==> config.mk <==
export PLATFORM = sky130hd
export DESIGN_NAME = vbi_frame_code_manchester
export DESIGN_NICKNAME = d
export VERILOG_FILES = /design/src/hw/rtl/vfc_pkg.sv /design/src/hw/rtl/vfc_front.sv /design/src/hw/rtl/vfc_fifo.sv /design/src/hw/rtl/vfc_back.sv /design/src/hw/rtl/vbi_frame_code_manchester.sv
export SDC_FILE = /design/constraint.sdc
export NUM_CORES = 1
export LEC_CHECK = 0
export ABC_AREA = 1
export BUFFER_PORTS_ARGS = -buffer_cell sky130_fd_sc_hd__buf_2
export CAP_MARGIN = 20
export CELL_PAD_IN_SITES_DETAIL_PLACEMENT = 2
export CELL_PAD_IN_SITES_GLOBAL_PLACEMENT = 2
export CORE_MARGIN = 3
export CORE_UTILIZATION = 42
export CTS_CLUSTER_SIZE = 12
export DETAILED_ROUTE_END_ITERATION = 12
export PLACE_DENSITY = 0.93
export SETUP_SLACK_MARGIN = 0.2
export SYNTH_ARGS = -nofsm -noshare
export SYNTH_HDL_FRONTEND = slang
export SYNTH_SLANG_ARGS = --single-unit
==> constraint.sdc <==
create_clock -name clk -period 25.7 [get_ports clk]
set_input_delay 1.285 -clock clk [delete_from_list [all_inputs] [get_ports clk]]
set_output_delay 1.285 -clock clk [all_outputs]
set_load 0.01 [all_outputs]
==> src/hw/rtl/vfc_pkg.sv <==
// Shared types, constants and helper functions for the VBI frame code generator.
package vfc_pkg;

	localparam int FRAME_W      = 21;
	localparam int CODE_W       = 24;
	localparam int CHIPS_W      = 48;
	localparam int ADDR_W       = 17;
	localparam int CFG_W        = 12;
	localparam int DIGIT_STAGES = 6;
	localparam int QUEUE_DEPTH  = 2;

	localparam logic [FRAME_W-1:0] PIC_LIMIT_NTSC = 21'd79999;
	localparam logic [FRAME_W-1:0] PIC_LIMIT_PAL  = 21'd99999;
	localparam logic [FRAME_W-1:0] TC_LIMIT_NTSC  = 21'd1079970;
	localparam logic [FRAME_W-1:0] TC_LIMIT_PAL   = 21'd899975;

	localparam logic [23:0] HOUR_NTSC   = 24'd108000;
	localparam logic [23:0] HOUR_PAL    = 24'd90000;
	localparam logic [23:0] MINUTE_NTSC = 24'd1800;
	localparam logic [23:0] MINUTE_PAL  = 24'd1500;
	localparam logic [23:0] FPS_NTSC    = 24'd30;
	localparam logic [23:0] FPS_PAL     = 24'd25;

	localparam logic [3:0] KEY_F        = 4'hF;
	localparam logic [3:0] KEY_8        = 4'h8;
	localparam logic [3:0] KEY_E        = 4'hE;
	localparam logic [3:0] KEY_D        = 4'hD;
	localparam logic [3:0] SEC_TENS_KEY = 4'hA;

	localparam logic [11:0] LINE_WIDTH_RST      = 12'd910;
	localparam logic [7:0]  SAMPLES_PER_BIT_RST = 8'd28;
	localparam logic [4:0]  FIRST_CODE_LINE     = 5'd15;

	typedef enum logic [2:0] {
		REG_PAL_MODE,
		REG_PICTURE_NUMBER_MODE,
		REG_LINE_WIDTH,
		REG_ACTIVE_START,
		REG_SAMPLES_PER_BIT
	} reg_index_t;

	typedef struct packed {
		logic [3:0]         q;
		logic [FRAME_W-1:0] r;
	} step_t;

	typedef struct packed {
		logic              err;
		logic              pic;
		logic [CODE_W-1:0] c0;
		logic [CODE_W-1:0] c1;
	} entry_t;

	function automatic logic [23:0] divisor(input logic [2:0] stage, input logic pic,
		input logic pal);
		logic [23:0] d;
		if (pic) begin
			case (stage)
				3'd0:    d = 24'd1000000;
				3'd1:    d = 24'd100000;
				3'd2:    d = 24'd10000;
				3'd3:    d = 24'd1000;
				3'd4:    d = 24'd100;
				default: d = 24'd10;
			endcase
		end else begin
			case (stage)
				3'd0:    d = pal ? HOUR_PAL : HOUR_NTSC;
				3'd1:    d = 24'd10 * (pal ? MINUTE_PAL : MINUTE_NTSC);
				3'd2:    d = pal ? MINUTE_PAL : MINUTE_NTSC;
				3'd3:    d = 24'd10 * (pal ? FPS_PAL : FPS_NTSC);
				3'd4:    d = pal ? FPS_PAL : FPS_NTSC;
				default: d = 24'd10;
			endcase
		end
		return d;
	endfunction

	function automatic step_t digit_step(input logic [FRAME_W-1:0] v, input logic [23:0] d);
		step_t       s;
		logic [23:0] m;
		logic [23:0] sel;
		s.q = '0;
		sel = '0;
		for (int j = 1; j <= 9; j++) begin
			m = 24'(j) * d;
			if ({3'b0, v} >= m) begin
				s.q = 4'(j);
				sel = m;
			end
		end
		s.r = FRAME_W'({3'b0, v} - sel);
		return s;
	endfunction

endpackage

==> src/hw/rtl/vfc_front.sv <==
// Front end: range check and pipelined decimal split of the frame number into code words.
module vfc_front (
	input  logic                          clk,
	input  logic                          arst_n,
	input  logic                          pal_mode,
	input  logic                          picture_number_mode,
	input  logic                          in_valid,
	output logic                          in_ready,
	input  logic [vfc_pkg::FRAME_W-1:0]   frame_number,
	output logic                          ent_valid,
	input  logic                          ent_ready,
	output vfc_pkg::entry_t               ent
);

	localparam int NST = vfc_pkg::DIGIT_STAGES;

	logic [NST:0]                   vld_q;
	logic [NST+1:0]                 rdy;
	logic [vfc_pkg::FRAME_W-1:0]    rem_q [0:NST];
	logic [23:0]                    dig_q [0:NST];
	logic [NST:0]                   err_q;
	vfc_pkg::step_t                 stp [1:NST];
	logic [vfc_pkg::FRAME_W-1:0]    limit;
	logic                           over;
	logic [3:0]                     q0, q1, q2, q3, q4, q5, fu;

	always_comb begin
		if (picture_number_mode)
			limit = pal_mode ? vfc_pkg::PIC_LIMIT_PAL : vfc_pkg::PIC_LIMIT_NTSC;
		else
			limit = pal_mode ? vfc_pkg::TC_LIMIT_PAL : vfc_pkg::TC_LIMIT_NTSC;
		over = frame_number > limit;
	end

	always_comb begin
		rdy[NST+1] = ent_ready;
		for (int k = NST; k >= 0; k--)
			rdy[k] = !vld_q[k] || rdy[k+1];
	end

	always_comb begin
		for (int k = 1; k <= NST; k++)
			stp[k] = vfc_pkg::digit_step(rem_q[k-1],
				vfc_pkg::divisor(3'(k-1), picture_number_mode, pal_mode));
	end

	always_ff @(posedge clk or negedge arst_n) begin
		if (!arst_n) begin
			vld_q <= '0;
		end else begin
			if (rdy[0])
				vld_q[0] <= in_valid;
			for (int k = 1; k <= NST; k++)
				if (rdy[k])
					vld_q[k] <= vld_q[k-1];
		end
	end

	always_ff @(posedge clk) begin
		if (in_valid && rdy[0]) begin
			rem_q[0] <= frame_number;
			dig_q[0] <= '0;
			err_q[0] <= over;
		end
		for (int k = 1; k <= NST; k++) begin
			if (vld_q[k-1] && rdy[k]) begin
				rem_q[k] <= stp[k].r;
				dig_q[k] <= {dig_q[k-1][19:0], stp[k].q};
				err_q[k] <= err_q[k-1];
			end
		end
	end

	assign q0 = dig_q[NST][23:20];
	assign q1 = dig_q[NST][19:16];
	assign q2 = dig_q[NST][15:12];
	assign q3 = dig_q[NST][11:8];
	assign q4 = dig_q[NST][7:4];
	assign q5 = dig_q[NST][3:0];
	assign fu = rem_q[NST][3:0];

	assign in_ready  = rdy[0];
	assign ent_valid = vld_q[NST];

	always_comb begin
		ent.err = err_q[NST];
		ent.pic = picture_number_mode;
		ent.c0  = {vfc_pkg::KEY_8, 4'(vfc_pkg::SEC_TENS_KEY + q3), vfc_pkg::KEY_E, q4, q5, fu};
		if (picture_number_mode)
			ent.c1 = {vfc_pkg::KEY_F, q2, q3, q4, q5, fu};
		else
			ent.c1 = {vfc_pkg::KEY_F, q0, vfc_pkg::KEY_D, vfc_pkg::KEY_D, q1, q2};
	end

endmodule

==> src/hw/rtl/vfc_fifo.sv <==
// Short show-ahead queue of code entries between the front and back ends.
module vfc_fifo #(
	parameter int DEPTH = vfc_pkg::QUEUE_DEPTH
) (
	input  logic            clk,
	input  logic            arst_n,
	input  logic            push_valid,
	output logic            push_ready,
	input  vfc_pkg::entry_t push_data,
	output logic            pop_valid,
	input  logic            pop_ready,
	output vfc_pkg::entry_t pop_data
);

	localparam int AW = (DEPTH > 1) ? $clog2(DEPTH) : 1;
	localparam int CW = $clog2(DEPTH + 1);

	vfc_pkg::entry_t mem_q [DEPTH];
	logic [AW-1:0]   wr_q;
	logic [AW-1:0]   rd_q;
	logic [CW-1:0]   cnt_q;
	logic            push;
	logic            pop;

	assign push_ready = cnt_q != CW'(DEPTH);
	assign pop_valid  = cnt_q != '0;
	assign push       = push_valid && push_ready;
	assign pop        = pop_valid && pop_ready;
	assign pop_data   = mem_q[rd_q];

	always_ff @(posedge clk or negedge arst_n) begin
		if (!arst_n) begin
			wr_q  <= '0;
			rd_q  <= '0;
			cnt_q <= '0;
		end else begin
			if (push)
				wr_q <= (wr_q == AW'(DEPTH - 1)) ? '0 : AW'(wr_q + 1'b1);
			if (pop)
				rd_q <= (rd_q == AW'(DEPTH - 1)) ? '0 : AW'(rd_q + 1'b1);
			if (push && !pop)
				cnt_q <= CW'(cnt_q + 1'b1);
			else if (pop && !push)
				cnt_q <= CW'(cnt_q - 1'b1);
		end
	end

	always_ff @(posedge clk) begin
		if (push)
			mem_q[wr_q] <= push_data;
	end

endmodule

==> src/hw/rtl/vfc_back.sv <==
// Back end: expands each queued entry into line results held in the output register.
module vfc_back (
	input  logic                          clk,
	input  logic                          arst_n,
	input  logic [11:0]                   line_width,
	input  logic [11:0]                   active_start,
	input  logic [7:0]                    samples_per_bit,
	input  logic                          head_valid,
	output logic                          head_ready,
	input  vfc_pkg::entry_t               head,
	output logic                          out_valid,
	input  logic                          out_ready,
	output logic [1:0]                    line_slot,
	output logic [vfc_pkg::ADDR_W-1:0]    start_address,
	output logic [vfc_pkg::CODE_W-1:0]    code_word,
	output logic [vfc_pkg::CHIPS_W-1:0]   chips,
	output logic [6:0]                    first_half_samples,
	output logic [7:0]                    second_half_samples,
	output logic                          range_error,
	output logic                          last
);

	logic [1:0]                    idx_q;
	logic                          ov_q;
	logic [1:0]                    slot_q;
	logic [vfc_pkg::ADDR_W-1:0]    addr_q;
	logic [vfc_pkg::CODE_W-1:0]    code_q;
	logic [vfc_pkg::CHIPS_W-1:0]   chips_q;
	logic [6:0]                    fh_q;
	logic [7:0]                    sh_q;
	logic                          err_q;
	logic                          last_q;

	logic                          load;
	logic                          is_last;
	logic [1:0]                    slot;
	logic [4:0]                    line_no;
	logic [vfc_pkg::ADDR_W-1:0]    addr;
	logic [vfc_pkg::CODE_W-1:0]    code;
	logic [vfc_pkg::CHIPS_W-1:0]   chp;
	logic [6:0]                    fh;
	logic [7:0]                    sh;

	function automatic logic [vfc_pkg::CHIPS_W-1:0] manchester(
		input logic [vfc_pkg::CODE_W-1:0] c);
		logic [vfc_pkg::CHIPS_W-1:0] r;
		for (int k = 0; k < vfc_pkg::CODE_W; k++)
			r[2*k +: 2] = {~c[k], c[k]};
		return r;
	endfunction

	always_comb begin
		if (head.err)
			is_last = 1'b1;
		else if (head.pic)
			is_last = idx_q == 2'd1;
		else
			is_last = idx_q == 2'd2;
		slot    = head.pic ? 2'(idx_q + 1'b1) : idx_q;
		line_no = 5'(vfc_pkg::FIRST_CODE_LINE + {3'b0, slot});
		addr    = vfc_pkg::ADDR_W'({12'b0, line_no} * {5'b0, line_width})
		        + {5'b0, active_start};
		code    = (slot == 2'd0) ? head.c0 : head.c1;
		chp     = manchester(code);
		fh      = samples_per_bit[7:1];
		sh      = samples_per_bit - {1'b0, fh};
		load    = head_valid && (!ov_q || out_ready);
	end

	assign head_ready = load && is_last;

	always_ff @(posedge clk or negedge arst_n) begin
		if (!arst_n) begin
			ov_q  <= 1'b0;
			idx_q <= '0;
		end else begin
			if (load)
				ov_q <= 1'b1;
			else if (out_ready)
				ov_q <= 1'b0;
			if (load)
				idx_q <= is_last ? 2'd0 : 2'(idx_q + 1'b1);
		end
	end

	always_ff @(posedge clk) begin
		if (load) begin
			err_q  <= head.err;
			last_q <= is_last;
			if (head.err) begin
				slot_q  <= '0;
				addr_q  <= '0;
				code_q  <= '0;
				chips_q <= '0;
				fh_q    <= '0;
				sh_q    <= '0;
			end else begin
				slot_q  <= slot;
				addr_q  <= addr;
				code_q  <= code;
				chips_q <= chp;
				fh_q    <= fh;
				sh_q    <= sh;
			end
		end
	end

	assign out_valid           = ov_q;
	assign line_slot           = slot_q;
	assign start_address       = addr_q;
	assign code_word           = code_q;
	assign chips               = chips_q;
	assign first_half_samples  = fh_q;
	assign second_half_samples = sh_q;
	assign range_error         = err_q;
	assign last                = last_q;

endmodule

==> src/hw/rtl/vbi_frame_code_manchester.sv <==
// Top level of the VBI frame code generator: configuration registers, front, queue, back.
// Each frame number enters a seven-stage pipeline that checks its range and splits it into
// decimal digits one digit per stage, so a new frame number is taken every cycle while
// there is room. Results leave through the output register one line per cycle while the
// receiver is ready: a timecode frame number yields three lines, a picture number two,
// an over-range number one. Its first line comes after the front pipeline, the queue and
// the output register. Configuration writes take effect on the next cycle.
module vbi_frame_code_manchester #(
	parameter int QUEUE_DEPTH = vfc_pkg::QUEUE_DEPTH
) (
	input  logic                          clk,
	input  logic                          arst_n,
	input  logic                          cfg_we,
	input  logic [2:0]                    cfg_addr,
	input  logic [vfc_pkg::CFG_W-1:0]     cfg_wdata,
	input  logic                          in_valid,
	output logic                          in_ready,
	input  logic [vfc_pkg::FRAME_W-1:0]   frame_number,
	output logic                          out_valid,
	input  logic                          out_ready,
	output logic [1:0]                    line_slot,
	output logic [vfc_pkg::ADDR_W-1:0]    start_address,
	output logic [vfc_pkg::CODE_W-1:0]    code_word,
	output logic [vfc_pkg::CHIPS_W-1:0]   chips,
	output logic [6:0]                    first_half_samples,
	output logic [7:0]                    second_half_samples,
	output logic                          range_error,
	output logic                          last
);

	logic            pal_q;
	logic            pic_q;
	logic [11:0]     line_width_q;
	logic [11:0]     active_start_q;
	logic [7:0]      spb_q;

	logic            ent_valid;
	logic            ent_ready;
	vfc_pkg::entry_t ent;
	logic            head_valid;
	logic            head_ready;
	vfc_pkg::entry_t head;

	always_ff @(posedge clk or negedge arst_n) begin
		if (!arst_n) begin
			pal_q          <= 1'b0;
			pic_q          <= 1'b0;
			line_width_q   <= vfc_pkg::LINE_WIDTH_RST;
			active_start_q <= '0;
			spb_q          <= vfc_pkg::SAMPLES_PER_BIT_RST;
		end else if (cfg_we) begin
			unique case (cfg_addr)
				vfc_pkg::REG_PAL_MODE:            pal_q          <= cfg_wdata[0];
				vfc_pkg::REG_PICTURE_NUMBER_MODE: pic_q          <= cfg_wdata[0];
				vfc_pkg::REG_LINE_WIDTH:          line_width_q   <= cfg_wdata;
				vfc_pkg::REG_ACTIVE_START:        active_start_q <= cfg_wdata;
				vfc_pkg::REG_SAMPLES_PER_BIT:     spb_q          <= cfg_wdata[7:0];
				default: ;
			endcase
		end
	end

	vfc_front u_front (
		.clk                 (clk),
		.arst_n              (arst_n),
		.pal_mode            (pal_q),
		.picture_number_mode (pic_q),
		.in_valid            (in_valid),
		.in_ready            (in_ready),
		.frame_number        (frame_number),
		.ent_valid           (ent_valid),
		.ent_ready           (ent_ready),
		.ent                 (ent)
	);

	vfc_fifo #(
		.DEPTH (QUEUE_DEPTH)
	) u_fifo (
		.clk        (clk),
		.arst_n     (arst_n),
		.push_valid (ent_valid),
		.push_ready (ent_ready),
		.push_data  (ent),
		.pop_valid  (head_valid),
		.pop_ready  (head_ready),
		.pop_data   (head)
	);

	vfc_back u_back (
		.clk                 (clk),
		.arst_n              (arst_n),
		.line_width          (line_width_q),
		.active_start        (active_start_q),
		.samples_per_bit     (spb_q),
		.head_valid          (head_valid),
		.head_ready          (head_ready),
		.head                (head),
		.out_valid           (out_valid),
		.out_ready           (out_ready),
		.line_slot           (line_slot),
		.start_address       (start_address),
		.code_word           (code_word),
		.chips               (chips),
		.first_half_samples  (first_half_samples),
		.second_half_samples (second_half_samples),
		.range_error         (range_error),
		.last                (last)
	);

	a_err_alone: assert property (@(posedge clk) disable iff (!arst_n)
		out_valid && range_error |-> last && code_word == '0 && chips == '0)
		else $error("range error result not a lone zeroed item");

	a_slot0_not_last: assert property (@(posedge clk) disable iff (!arst_n)
		out_valid && !range_error && line_slot == 2'd0 |-> !last)
		else $error("timecode first line marked last");

	a_last_slot: assert property (@(posedge clk) disable iff (!arst_n)
		out_valid && !range_error && last |-> line_slot == 2'd2)
		else $error("final line of an item is not the third slot");

	a_slot_order: assert property (@(posedge clk) disable iff (!arst_n)
		out_valid && out_ready && !last ##1 out_valid |-> !range_error
		&& line_slot == 2'($past(line_slot) + 1'b1))
		else $error("line slots out of order within an item");

endmodule

# Word-level counts from Yosys, hierarchy flattened
# Memory sizes are Yosys's and may differ from the RTL's.
# Cells that the tools add are included.
[totals]
regBits = 163
ram_bits = 391
inputBits = 41
memories = 3
[classes]
n_addsub = 15
multipliers = 28
n_lt_le_gt_ge = 55
eq_ne = 7
mux = 147
bitwise_logic = 24
reduce_logical = 41
[mem_list]
columns = ["memory", "words", "word_bits", "read_ports", "rd_ports_with_merged_regs", "wr", "line", "source"]
rows = [
  ["u_front.dig_q", 7, 24, 7, 0, 7, "vfc_front.sv:20", "logic [23:0] dig_q [0:NST];"],
  ["u_front.rem_q", 7, 21, 7, 0, 7, "vfc_front.sv:19", "logic [vfc_pkg::FRAME_W-1:0] rem_q [0:NST];"],
  ["u_fifo.mem_q", 2, 38, 1, 0, 1, "vfc_fifo.sv:18", "vfc_pkg::entry_t mem_q [DEPTH];"],
]
[ops]
columns = ["op", "count"]
rows = [
  ["21-bit two-way mux", 40],
  ["21-bit by 24-bit >= comparator with 1-bit output", 29],
  ["21-bit subtractor", 5],
  ["3-bit by 24-bit multiplier with 24-bit output, first input constant", 4],
  ["21-bit by 23-bit >= comparator with 1-bit output", 4],
  ["3-bit two-way mux", 25],
  ["24-bit two-way mux", 3],
  ["21-bit by 6-bit >= comparator with 1-bit output, second input constant", 3],
  ["21-bit by 7-bit >= comparator with 1-bit output, second input constant", 3],
  ["20-bit two-way mux", 3],
  ["4-bit two-way mux", 13],
  ["2-bit by 24-bit multiplier with 23-bit output, first input constant", 2],
  ["2-bit by 24-bit multiplier with 24-bit output, first input constant", 2],
  ["3-bit by 24-bit multiplier with 23-bit output, first input constant", 2],
  ["4-bit by 24-bit multiplier with 24-bit output, first input constant", 2],
  ["16-bit two-way mux", 3],
  ["3-bit by 20-bit multiplier with 23-bit output, first input constant", 2],
  ["21-bit by 22-bit >= comparator with 1-bit output", 2],
  ["2-bit by 20-bit multiplier with 22-bit output, first input constant", 2],
  ["21-bit by 5-bit >= comparator with 1-bit output, second input constant", 2],
  ["7-bit two-way mux", 5],
  ["3-bit by 14-bit multiplier with 17-bit output, first input constant", 2],
  ["2-bit by 14-bit multiplier with 16-bit output, first input constant", 2],
  ["2-bit two-way mux", 16],
  ["48 further kinds", 141],
]

# Longest topological paths before layout
# Gate-level depths: netlist (run 1).
[logic_depth]
word_depth = 14
depth_mapped = 40

# Hierarchy
# Synthesis (run 1) repeated with hierarchy kept, for this count alone.
[hier_totals]
cells_unflattened = 4604
area_unflattened_um2 = 37232.0
[by_module_without_submodules]
columns = ["module", "instances", "cells_each", "area_each_um2"]
rows = [
  ["vfc_front", 1, 3402, 25572.0],
  ["vfc_back", 1, 751, 6269.8],
  ["vfc_fifo", 1, 290, 3975.1],
  ["vbi_frame_code_manchester", 1, 161, 1415.1],
]

# Least setup slack after synthesis (run 1)
# Ideal clock, no wire load.
[synth_timing]
kind = "register -> register"
from = "register pic_q"
to = "memory u_front.rem_q[5][16] in the netlist's numbering, data pin"
setup_ps = 263
arrival_time_ps = 8982
required_ps = 25437
path_slack_ps = 16455
path_stages_with_launch = 34
n_path_buf = 7
path_cell_list = "dfrtp_1 buf_4 inv_4 clkbuf_1 buf_2 buf_2 buf_1 nand2_1 ha_1 clkbuf_1 clkinv_1 ha_1 nand3_1 nand2_1 nand4_1 o311ai_1 nand2_1 nand2_1 clkbuf_1 a21oi_1 o21ai_1 a21oi_1 ha_1 fa_1 nand3b_1 nand2_1 a21oi_1 o21ai_0 nand3_1 nand2_1 nand3_1 o211ai_1 nor2_1 xor2_1"
[synth_lines]
columns = ["element", "line", "source"]
rows = [
  ["start, declared", "vbi_frame_code_manchester.sv:32", "logic pic_q;"],
  ["start signal, assigned", "vbi_frame_code_manchester.sv:54", "vfc_pkg::REG_PICTURE_NUMBER_MODE: pic_q <= cfg_wdata[0];"],
  ["end, declared", "vfc_front.sv:19", ""],
]

==> results of run 1 <==
synth_stat cells, drive strengths merged (9+ instances only):
cell / count / share of area [%]
o211ai: 28 / 0.59
o21a: 14 / 0.30
nor4: 27 / 0.48
inv: 544 / 5.8
clkbuf: 65 / 0.69
xnor2: 35 / 0.86
a31oi: 22 / 0.39
dfrtp: 39 / 2.7
nor2: 431 / 4.7
xor2: 71 / 1.8
a21boi: 16 / 0.34
a32oi: 16 / 0.39
a21o: 18 / 0.38
or2: 16 / 0.28
o21bai: 16 / 0.34
ha: 476 / 17
edfxtp: 376 / 32
nand4: 79 / 1.4
o2111ai: 9 / 0.22
a211oi: 10 / 0.21
nand3b: 9 / 0.19
a21oi: 402 / 5.8
nand2: 1071 / 11
nand3: 216 / 3.1
nor3: 64 / 0.92
dfstp: 9 / 0.67
fa: 35 / 2.0
o21ai: 232 / 3.3
buf: 66 / 1.2
layout make-up:
type	instances	area (um2)	share of cell area, %
multi-input cells	3383	20400	52.3
flip-flops and latches	424	12500	32.0
inverters	547	2060	5.27
well taps	1134	1420	3.63
clock buffers	69	1330	3.41
repair buffers	183	1140	2.91
clock inverters	20	176	0.451
diodes	8	20.0	0.0512
final timing paths:
| path | end | slack (ns) | depth (start not counted) |
|---|---|---|---|
| worst max-delay path | u_front.rem_q[2][16]$_DFFE_PP_ | 16.16 | 26 |
| worst min-delay path | u_front.dig_q[5][7]$_DFFE_PP_ | 0.43 | 0 |
| worst max register to register | u_front.rem_q[2][16]$_DFFE_PP_ | 16.16 | 26 |
| worst min register to register | u_front.dig_q[5][7]$_DFFE_PP_ | 0.43 | 0 |
| max in group asynchronous | pic_q$_DFFE_PN0P_ | 24.31 | 2 |
| min in group asynchronous | line_width_q[10]$_DFFE_PN0P_ | 0.80 | 2 |
power by group:
part           leakage [nW]  total, W  internal [W]  switching (W)
clock                 0.729  0.000766      0.000378       0.000389
sequential             4.14   0.00161       0.00118       0.000423
combinational          13.3   0.00434       0.00121        0.00313
total                  18.2   0.00671       0.00277        0.00394
sequential cells by signal, indices dropped and copies added, names as in the netlist, 2 cells and up:
signal and cells:
active_start_q 12, line_width_q 12, spb_q 8, u_back.chips 21, u_back.code_word 22, u_back.first_half_samples 7
u_back.idx_q 2, u_back.line_slot 2, u_back.second_half_samples 8, u_back.start_address 17, u_fifo.cnt_q 2, u_fifo.mem_q 76
u_front.dig_q 84, u_front.err_q 7, u_front.rem_q 130, u_front.vld_q 7
metal layers:
| metal | routed length [um] | track usage (%) | up-vias |
|---|---|---|---|
| met2 | 94800 | 70.2 | 3185 |
| met1 | 71500 | 46.7 | 19500 |
| met4 | 22400 | 28.6 | 26 |
| met5 | 161 | 0 | - |
| li1 | - | - | 15400 |
| met3 | 22400 | 9.60 | 1476 |
cells by family after synthesis:
| kind of cell | Yosys count | share of synthesized area, % |
|---|---|---|
| AO/OA/AOI/OAI | 819 | 13.0 |
| XOR/XNOR | 106 | 2.61 |
| adder cells (fa/ha/maj) | 511 | 18.7 |
| buffers and inverters | 678 | 7.66 |
| flip-flops | 424 | 35.2 |
| other | 2 | 0.0211 |
| AND/OR/NAND/NOR | 1922 | 22.7 |
metrics by stage:
step	util [%]	instance area (um2)	total power, W	hold slack (ns)
floorplan	-	35600	0.00364	0.400
global placement	44.6	37400	0.00453	0.401
detailed placement	44.6	37400	0.00504	0.406
CTS	46.4	38900	0.00614	0.424
global route	46.7	39100	0.00685	0.433
finish	46.7	39100	0.00671	0.434
critical path, delay by kind of cell (launching register included):
| kind | cells | cell delay, ns |
|---|---|---|
| xor gates and xnor gates | 1 | 0.18 |
| DFF | 1 | 0.66 |
| adders and majority gates | 3 | 2.04 |
| and+or+nand+nor | 7 | 1.73 |
| buffers and inverters | 3 | 1.89 |
| AOI/OAI and AO/OA | 12 | 2.66 |
==> metrics.txt, run 1 <==
Post-Syn Area=35500 um2; Period minus WS final=9.54 ns; CTS clk-pin slew, worst paths=0.08 ns; CTS buffer count=50; data required time of the critical path=roughly 26 ns; Area Growth Syn to Fin=10.0%; WL final=211000 um; Async SR Flop Fraction=between 10% and 20%; num ports=151; vias=39500; WS Path Type=reg2reg; initial DRC count=between 4000 and 5000; Final Wtd Congestion=0.939; Arr. time, crit path=slightly below 10 ns; Yosys warnings=0; Hold Path Class=reg2reg; initial antenna violation count=23; number of synthesized flops with an enable pin=about 380; status=finished, final reports clean; Setup Slack @ Placement=approximately 18 ns; HP Start=u_front.dig_q[4][3]$_SDFFCE_PP1P_; row cnt=106; core footprint=83700 um2; period utilization=around 37%; vias in the first global route=about 41000; CTS root buffer=clkbuf_16; drt drc=0; R2R Path Start=pic_q$_DFFE_PN0P_; hold violation count in the final report=0; layout cells sized above 1=7.44%; Slew HR=between 10% and 20%; Cell Pwr Density=172 nW/um2; final clock skew=0.0363 ns; port bufs=149; Critical Path Source=pic_q$_DFFE_PN0P_; htree depth=2; FMAX=~0.10 GHz; final non-filler cell total=5768; Critical Path Max Stage Delay=1.14 ns; post-DR vias/cell=6.85; ys flop type=edfxtp_1; Max FO, Critical Path=42; Initial Util=42.4%; Setup TNS=0 ns; placed insts=approximately 5700; Detail Placement HPWL=~120000 um; RSZ-0062 raised after global routing=false; Num Clock Sinks=424; All-Layer GR Usage=41.6%; fin nets=5141; clock buffer depth=3; die width=297 um; Worst-Margin Slew=1.30 ns; pin count of the biggest net entering global routing=83; wire length per cell=36.6 um; maxcap violations=0; syn avg cell area=between 7 and 8 um2; Post-CTS Hold Buffers=0; TritonCTS clock tree=built; P_leak=18.2 nW; post-CTS setup buffer count=0; setup ws final=16.16 ns; die height=~300 um; gr ovfl total=0; CP endpoint kind=flop; first-pass GRT wire length=~280000 um; DRT Pass-1 Iters=6; FF+latch count, synth=about 420; # setup viols final=0; post-route ant nets=0; cell repeated most along the worst path=o21ai_0; max-slew violations=0; Seq/Total Area, Yosys=a little over a third; commonest non-fill, non-tap cell in the layout=nand2_1; Distinct cells, synth=between 60 and 70; Max VDD drop=about 0.12 mV; Slowest-stage cell, CP=ha_1; die area=88100 um2; clk_lat worst skew=0.65 ns; Filler Cell Count=9324; commonest cells after routing, fill and taps aside=1056 x nand2_1, 528 x inv_1, 476 x ha_1; CP startpoint kind=flop; Post-Synthesis Cells=4462; CTS resizes=0
Power figures use the tool's default switching activity.
==> inputs of run 2 (changes only) <==
ABC_AREA = 0   (was 1)
PLACE_DENSITY = 0.87   (was 0.93)
clock period = 9.2 ns   (was 25.7 ns; I/O delays follow)
==> run 2 against run 1 <==
Compared with the run above: maximum frequency increased by 17%; count of clock-buffer cells in the layout unchanged; register-to-register slack got worse by 15 ns; worst setup slack got worse by 15 ns; largest power group unchanged; highest routed layer unchanged.
==> metrics.txt, run 2 <==
status=finished, final reports clean; Logic pwr share=63.6%; CTS buffer count=49; pin count of the biggest net entering global routing=90; top cell type's share of synthesized area=between 30% and 40%; P_leak=15.1 nW; FF+latch count, synth=424; Async SR Flop Fraction=roughly 11%; WL final=148000 um; RSZ-0062 raised after global routing=false; largest registers=u_front.rem_q x130, u_front.dig_q x84, u_fifo.mem_q x76; DRT Pass-1 Iters=5; period utilization=88.8%; Setup TNS=0 ns; CTS root buffer=clkbuf_16; Initial Util=42.8%; post-CTS setup buffer count=0; post-route ant nets=0; initial DRC count=around 2600; CP startpoint kind=flop; Most flops, register=u_front.rem_q; Filler Cell Count=slightly above 8000; Max VDD drop=0.351 mV; clock network fraction of total power=11.3%; CTS clk-pin slew, worst paths=0.07 ns; clock buffer depth=3; sequential power share=approximately a quarter; die area=84600 um2; die width=291 um; layout cells sized above 1=a little under an eighth; wire length per cell=31.9 um; Distinct cells, synth=106; Num Clock Sinks=between 400 and 500; commonest non-fill, non-tap cell in the layout=ha_1; syn avg cell area=9.99 um2; Hold Path Class=in2reg; Cell Pwr Density=466 nW/um2; maxcap violations=0; Critical Path Max Stage Delay=0.77 ns; Period minus WS final=between 8 and 9 ns; max reg flops=130; Detail Placement HPWL=102000 um; Slowest-stage cell, CP=a2111oi_0; initial antenna violation count=7; num ports=between 150 and 200; FMAX=0.122 GHz; fin nets=4087; Post-Syn Area=34100 um2; post-DR vias/cell=6.62; Arr. time, crit path=around 8.6 ns; Switching Share=just over 50%; die height=291 um; gr ovfl total=0; Max FO, Critical Path=89; drt drc=0; ys flop type=edfxtp_1; data required time of the critical path=9.62 ns; Synth area leaders=edfxtp_1 33%, ha_1 17%, a21oi_1 3.2%, nor2_1 3.0%, dfrtp_1 2.9%; most frequent cell after synthesis=ha_1; port bufs=149; Pint=roughly 0.0085 W; commonest cells after routing, fill and taps aside=475 x ha_1, 376 x edfxtp_1, 275 x nor2_1; CTS resizes=0; htree depth=2; CP endpoint kind=flop; Area Growth Syn to Fin=10.4%; Yosys warnings=0; Worst-Margin Slew=~1.1 ns; number of synthesized flops with an enable pin=376; core footprint=79600 um2; Layout Utilization=a little under half; TritonCTS clock tree=built; Slew HR=26.6%; vias in the first global route=33400; clk_lat worst skew=0.65 ns; vias=about 31000; row cnt=103; All-Layer GR Usage=33.0%; Final Wtd Congestion=0.917; Synth area leader=edfxtp_1; first-pass GRT wire length=217000 um; P_sw=about 0.0091 W; hold violation count in the final report=0; top cells by count, synth=476 x ha_1, 376 x edfxtp_1, 276 x nor2_1; final clock skew=0.0646 ns; Seq/Total Area, Yosys=36.7%; Post-Synthesis Cells=3411; max-slew violations=0; # setup viols final=0; WS Path Type=reg2reg
[run 2: cell count changes after synthesis, moves of 45 or more]
cell / before / now
nand2_1: 1057 / 221
inv_1: 530 / 132
a21oi_1: 393 / 215
nand3_1: 212 / 65
nor2_1: 417 / 276
and2_1: 3 / 72
nor2b_1: 0 / 56
mux2_2: 0 / 53
nand2b_1: 0 / 51
nand4_1: 78 / 33
[run 2: area by class of cell]
class / instances / area (um2) / share of cell area [%]
diodes: 3 / 7.51 / 0.0199
clock buffers: 69 / 1330 / 3.54
clock inverters: 23 / 215 / 0.572
inverters: 138 / 522 / 1.39
multi-input cells: 2709 / 20500 / 54.4
flip-flops and latches: 424 / 12500 / 33.2
well taps: 1050 / 1310 / 3.49
repair buffers: 213 / 1270 / 3.38
[run 2: power by group through the flow]
stage               combinational [W]  sequential (W)  clock (W)
floorplan                     0.00691         0.00391          0
global route                   0.0120         0.00442    0.00208
finish                         0.0112         0.00439    0.00199
global placement              0.00912         0.00416          0
detailed placement             0.0103         0.00432          0
CTS                            0.0108         0.00433    0.00197
[run 2: timing repair]
action,4_1_cts,5_1_grt
setup endpoints to repair,0,0
hold endpoints to repair,10,0
hold buffers,5,0
[run 2: cell families (layout without fill, tap and decap cells)]
logic type	after synthesis	after routing	share of synthesized area (%)
adder cells (fa/ha/maj)	514	514	19.6
buffers and inverters	301	443	3.71
AO/OA/AOI/OAI	944	944	18.6
AND/OR/NAND/NOR	1034	1034	15.4
multiplexers	80	80	3.13
flip-flops	424	424	36.7
other	2	28	0.0220
XOR/XNOR	112	112	2.88
[run 2: per-stage QoR]
step	cells	instance area, um2	setup slack (ns)	total power (W)	hold slack (ns)
after floorplan	3434	34200	0.324	0.0108	0.164
after global placement	4525	36000	1.79	0.0133	0.401
after detailed placement	4526	36000	1.37	0.0146	0.406
after CTS	4623	37600	1.26	0.0171	0.000527
after global routing	4629	37600	0.699	0.0185	0.0102
final	4629	37600	1.03	0.0175	0.0257
[run 2: worst paths after layout]
kind | endpoint | slack [ns] | depth (start not counted) | start
max in group asynchronous | pic_q$_DFFE_PN0P_ | 8.00 | 3 | arst_n
max reg2reg | u_front.rem_q[4][20]$_DFFE_PP_ | 1.03 | 25 | pic_q$_DFFE_PN0P_
max | u_front.rem_q[4][20]$_DFFE_PP_ | 1.03 | 25 | pic_q$_DFFE_PN0P_
min reg2reg | u_front.err_q[5]$_DFFE_PP_ | 0.41 | 0 | u_front.err_q[4]$_DFFE_PP_
min in group asynchronous | spb_q[0]$_DFFE_PN0P_ | 0.59 | 3 | arst_n
min | u_front.rem_q[0][11]$_DFFE_PP_ | 0.03 | 1 | frame_number[11]
[run 2: routing by layer]
metal  wire length [um]  part of all wire (%)  vias to the layer above  track usage [%]
li1                   -                     -                    13100                -
met1              57000                    39                    15700             38.4
met2              73800                    50                     1364             59.2
met3               8490                   5.7                      501             5.13
met4               8530                   5.8                        2             16.0
met5                 13                0.0088                        -                0
[run 2: worst max-delay path: cells and delay by family, from the launching register on]
family | cells | cell delay [ns]
xor gates and xnor gates | 1 | 0.34
and+or+nand+nor | 4 | 1.11
adders and majority gates | 2 | 0.76
buffers and inverters | 6 | 2.08
muxes | 1 | 0.35
AOI/OAI and AO/OA | 11 | 2.70
DFF | 1 | 0.55
